<file path="config.mk">
export PLATFORM = sky130hd
export DESIGN_NAME = lmrs_edge
export DESIGN_NICKNAME = d
export VERILOG_FILES = /design/src/sv/lmrs_pkg.sv /design/src/sv/lmrs_edge.sv
export SDC_FILE = /design/constraint.sdc
export NUM_CORES = 1
export LEC_CHECK = 0
export ABC_AREA = 1
export BUFFER_PORTS_ARGS = -buffer_cell sky130_fd_sc_hd__buf_2
export CELL_PAD_IN_SITES_DETAIL_PLACEMENT = 0
export CELL_PAD_IN_SITES_GLOBAL_PLACEMENT = 1
export CORE_MARGIN = 2
export CORE_UTILIZATION = 34
export DETAILED_ROUTE_END_ITERATION = 6
export PLACE_DENSITY = 0.95
export SLEW_MARGIN = 5
export SYNTH_ARGS = -nofsm -noshare
export SYNTH_HDL_FRONTEND = slang
export SYNTH_SLANG_ARGS = --single-unit
</file>
<file path="constraint.sdc">
create_clock -name vclk -period 6.4
set_input_delay 0.64 -clock vclk [all_inputs]
set_output_delay 0.64 -clock vclk [all_outputs]
set_load 0.1 [all_outputs]
</file>
<file path="src/sv/lmrs_pkg.sv">
// shared types for the lane midline row scan block
package lmrs_pkg;

  typedef struct packed {
    logic [31:0] pixel_word;
    logic        frame_end;
  } in_t;

  typedef struct packed {
    logic [5:0] row_index;
    logic [6:0] centre_col;
    logic       left_found;
    logic [6:0] left_col;
    logic       right_found;
    logic [6:0] right_col;
    logic       filled;
    logic       end_hit;
    logic [6:0] fill_total;
    logic       last;
  } out_t;

  // flags of the shared window compare unit
  typedef struct packed {
    logic pix_c;
    logic hit_left;
    logic hit_right;
  } edge_t;

endpackage

</file>
<file path="src/sv/lmrs_edge.sv">
// three pixel window compare unit shared by centre check and both edge searches
module lmrs_edge import lmrs_pkg::*; #(
  parameter int WIDTH = 128
) (
  input  logic [WIDTH-1:0]         row_pix,
  input  logic [$clog2(WIDTH)-1:0] x,
  input  logic                     upper,
  output edge_t                    flags
);

  localparam int CW = $clog2(WIDTH);

  logic p_c;
  logic p_l;
  logic p_r;

  always_comb begin
    p_c = row_pix[x];
    // neighbors outside the row read as black
    p_l = (x == '0) ? 1'b0 : row_pix[x - CW'(1)];
    p_r = (x == CW'(WIDTH - 1)) ? 1'b0 : row_pix[x + CW'(1)];
    flags.pix_c     = p_c;
    flags.hit_left  = p_c & ~p_r & (p_l | upper);
    flags.hit_right = p_c & ~p_l & (p_r | upper);
  end

endmodule

</file>
==> impl_metrics.env <==
export IMPL_setup_violations=0
export IMPL_number_of_global_route_vias_before_repair=4878
export IMPL_n_fill_cell=1223
export IMPL_clkbuf_count=0
export IMPL_finalHoldViolations=0
export IMPL_setup_repair_after_global_routing_missed_its_margin="no"
export IMPL_place_port_buffers=139
export IMPL_critical_path_startpoint_type="primary input"
export IMPL_wire_per_inst_um=14.6
export IMPL_min_delay_path_class="primary input to output pin"
export IMPL_grt_first_pass_wirelength_um=22900
export IMPL_synth_yosys_warnings=0
export IMPL_num_rows=37
export IMPL_synth_commonest_cells="sky130_fd_sc_hd__nand3_1, sky130_fd_sc_hd__nand2_1, sky130_fd_sc_hd__nor2_1, sky130_fd_sc_hd__o21ai_0, sky130_fd_sc_hd__buf_2"
export IMPL_detailedRoute_firstPassIterationCount=5
export IMPL_antenna_found_initial=0
export IMPL_run_status="finished clean"
export IMPL_post_route_setup_tns_ns=0
export IMPL_post_route_hold_slack_ns=1.82
export IMPL_syn_area_per_cell_um2=4.63
export IMPL_core_area_mm2=0.0102
export IMPL_postCtsHoldBufs=0
export IMPL_initial_core_utilization_pct=34.6
export IMPL_drtAntennaViolNets=0
export IMPL_maximum_number_of_pins_on_one_net_before_global_route_repair=87
export IMPL_ys_types=22
export IMPL_share_seq_of_total_power_pct=0
export IMPL_p_int_uw=126
export IMPL_synth_yosys_seq_area_share_pct=0
export IMPL_design_seq_count=0
export IMPL_i_o_pin_cnt=139
export IMPL_synthesis_instances=764
export IMPL_post_route_cells_drive_above_1_share_pct=18.8
export IMPL_synth_top_area_share_pct=37.7
export IMPL_gate_power_share_pct=100.0
export IMPL_netlist_area_mm2=0.00354
export IMPL_finalCritPeriodShare_pct=77.1
export IMPL_power_share_clock_pct=0
export IMPL_dieHeight_um=106
export IMPL_detailed_place_hpwl_um=10400
export IMPL_p_total_uw=370
export IMPL_cp_data_arrival_time_ns=4.30
export IMPL_tightest_slew_ns=1.07
export IMPL_switching_share_pct=66.0
export IMPL_pre_cts_slack_ns=1.47
export IMPL_floorplan_die_area_mm2=0.0112
export IMPL_slew_headroom_pct=28.8
export IMPL_final_cell_count_no_fill=984
export IMPL_grt_total_usage_pct=24.1
export IMPL_crit_start="x[1]"
export IMPL_routed_via_density=5.58
export IMPL_vdd_ir_drop_max_uv=43.7
export IMPL_whs_endpoint="flags[0]"
export IMPL_synthToLayoutAreaGrowth_pct=16.1
export IMPL_path_class="primary input to output pin"
export IMPL_gp_congestion=0.916
export IMPL_cts_resized=0
export IMPL_setup_slack_ns=1.46
export IMPL_cp_endpoint_kind="output pin"
export IMPL_fmax_mhz=203
export IMPL_yosys_cell_count_top_type="sky130_fd_sc_hd__nand3_1"
export IMPL_critical_path_fanouts_max=64
export IMPL_dp_cells=984
export IMPL_die_w_um=106
export IMPL_synth_fp_nets=903
export IMPL_timing_max_cap_violations=0
export IMPL_holdCritStartpoint="upper"
export IMPL_first_iter_violations=498
export IMPL_period_minus_slack_ns=4.94
export IMPL_netSwitchingPower_uw=244
export IMPL_netlist_top_cells_area="sky130_fd_sc_hd__nand3_1, sky130_fd_sc_hd__nand2_1, sky130_fd_sc_hd__nor2_1"
export IMPL_antenna_diode_count=0
export IMPL_sequential_cell_area_um2=0
export IMPL_synthDominantAreaCellType="sky130_fd_sc_hd__nand3_1"
export IMPL_cp_required_ns=5.76
export IMPL_final_nets=989
export IMPL_grt_overflow_total=0
export IMPL_cts_repair_timing_setup_buffer_count=0
export IMPL_cellLeakagePower_uw=0.00204
export IMPL_vias=5492
export IMPL_finalMaxSlewViolations=0
export IMPL_hold_path_depth=4
export IMPL_routed_wl_um=14300
export IMPL_drt_drc_violations_left=0
export IMPL_power_density_mw_per_mm2=90.3
## worst max-delay path, cell delays in order
cell and delay, ns:
sky130_fd_sc_hd__buf_2 0.54, sky130_fd_sc_hd__inv_2 0.48, sky130_fd_sc_hd__ha_2 0.41, sky130_fd_sc_hd__inv_2 0.77
sky130_fd_sc_hd__nand3_1 0.18, sky130_fd_sc_hd__nand3_1 0.15, sky130_fd_sc_hd__nand3_1 0.08, sky130_fd_sc_hd__nand3_1 0.12
sky130_fd_sc_hd__nand3_1 0.07, sky130_fd_sc_hd__nand3_1 0.09, sky130_fd_sc_hd__nand2_1 0.09, sky130_fd_sc_hd__nand2_1 0.07
sky130_fd_sc_hd__nand2_1 0.05, sky130_fd_sc_hd__nor2_1 0.09, sky130_fd_sc_hd__buf_2 0.43
## routing by layer
layer / vias to the layer above / wire length [um] / track usage [%]
met5: - / 0 / 0
met4: 0 / 284 / 5.64
met3: 24 / 1420 / 3.49
met2: 295 / 6470 / 40.6
met1: 2401 / 6170 / 32.4
li1: 2772 / - / -
## cell families (layout without fill, tap and decap cells)
logic type                 count (synthesis)  after routing  share of synthesized area [%]
and+or+nand+nor                          590            590                           73.4
AOI/OAI and AO/OA                         91             91                           13.3
buffers and inverters                     75            159                           11.0
xor gates and xnor gates                   5              5                           1.24
adders and majority gates                  3              3                           1.06
## worst max-delay path by stage
stage | endpoint | slack [ns] | depth (start not counted)
2_1_floorplan | flags[1] | 2.05 | 17
3_5_place_dp | flags[1] | 1.47 | 15
4_1_cts | flags[1] | 1.47 | 15
5_1_grt | flags[1] | 1.07 | 15
6_report | flags[1] | 1.46 | 15
3_3_place_gp | flags[0] | 1.55 | 15
## per-stage QoR
| stage | utilization, % | area [um2] |
|---|---|---|
| global route | 40.1 | 4100 |
| finish | 40.1 | 4100 |
| floorplan | - | 3540 |
| global placement | 40.1 | 4100 |
| CTS | 40.1 | 4100 |
| detailed placement | 40.1 | 4100 |
## cell usage in the layout, fill, tap and decap left out
master                     instances
sky130_fd_sc_hd__a21oi_1           2
sky130_fd_sc_hd__a31oi_1           1
sky130_fd_sc_hd__buf_2           138
sky130_fd_sc_hd__buf_4             4
sky130_fd_sc_hd__clkinv_2          1
sky130_fd_sc_hd__ha_1              2
sky130_fd_sc_hd__ha_2              1
sky130_fd_sc_hd__inv_1            10
sky130_fd_sc_hd__inv_2             6
sky130_fd_sc_hd__nand2_1         206
sky130_fd_sc_hd__nand2_2           6
sky130_fd_sc_hd__nand3_1         266
sky130_fd_sc_hd__nand4_1           4
sky130_fd_sc_hd__nor2_1          105
sky130_fd_sc_hd__nor2_4            2
sky130_fd_sc_hd__nor3_2            1
sky130_fd_sc_hd__o21ai_0          54
sky130_fd_sc_hd__o21ai_1          23
sky130_fd_sc_hd__o22ai_1          11
sky130_fd_sc_hd__xor2_1            5
## power by group through the flow
stage | sequential, uW | clock, uW | combinational [uW]
after CTS | 0 | 0 | 365
after global routing | 0 | 0 | 413
after global placement | 0 | 0 | 364
after floorplan | 0 | 0 | 264
after detailed placement | 0 | 0 | 364
final | 0 | 0 | 370
## layout make-up
type,instances,area (um2),area share (%)
inverter,17,65.1,1.59
multi-input combinational,689,3150,76.7
tap,136,170,4.15
timing repair buffer,142,721,17.6
Power figures use the tool's default switching activity.
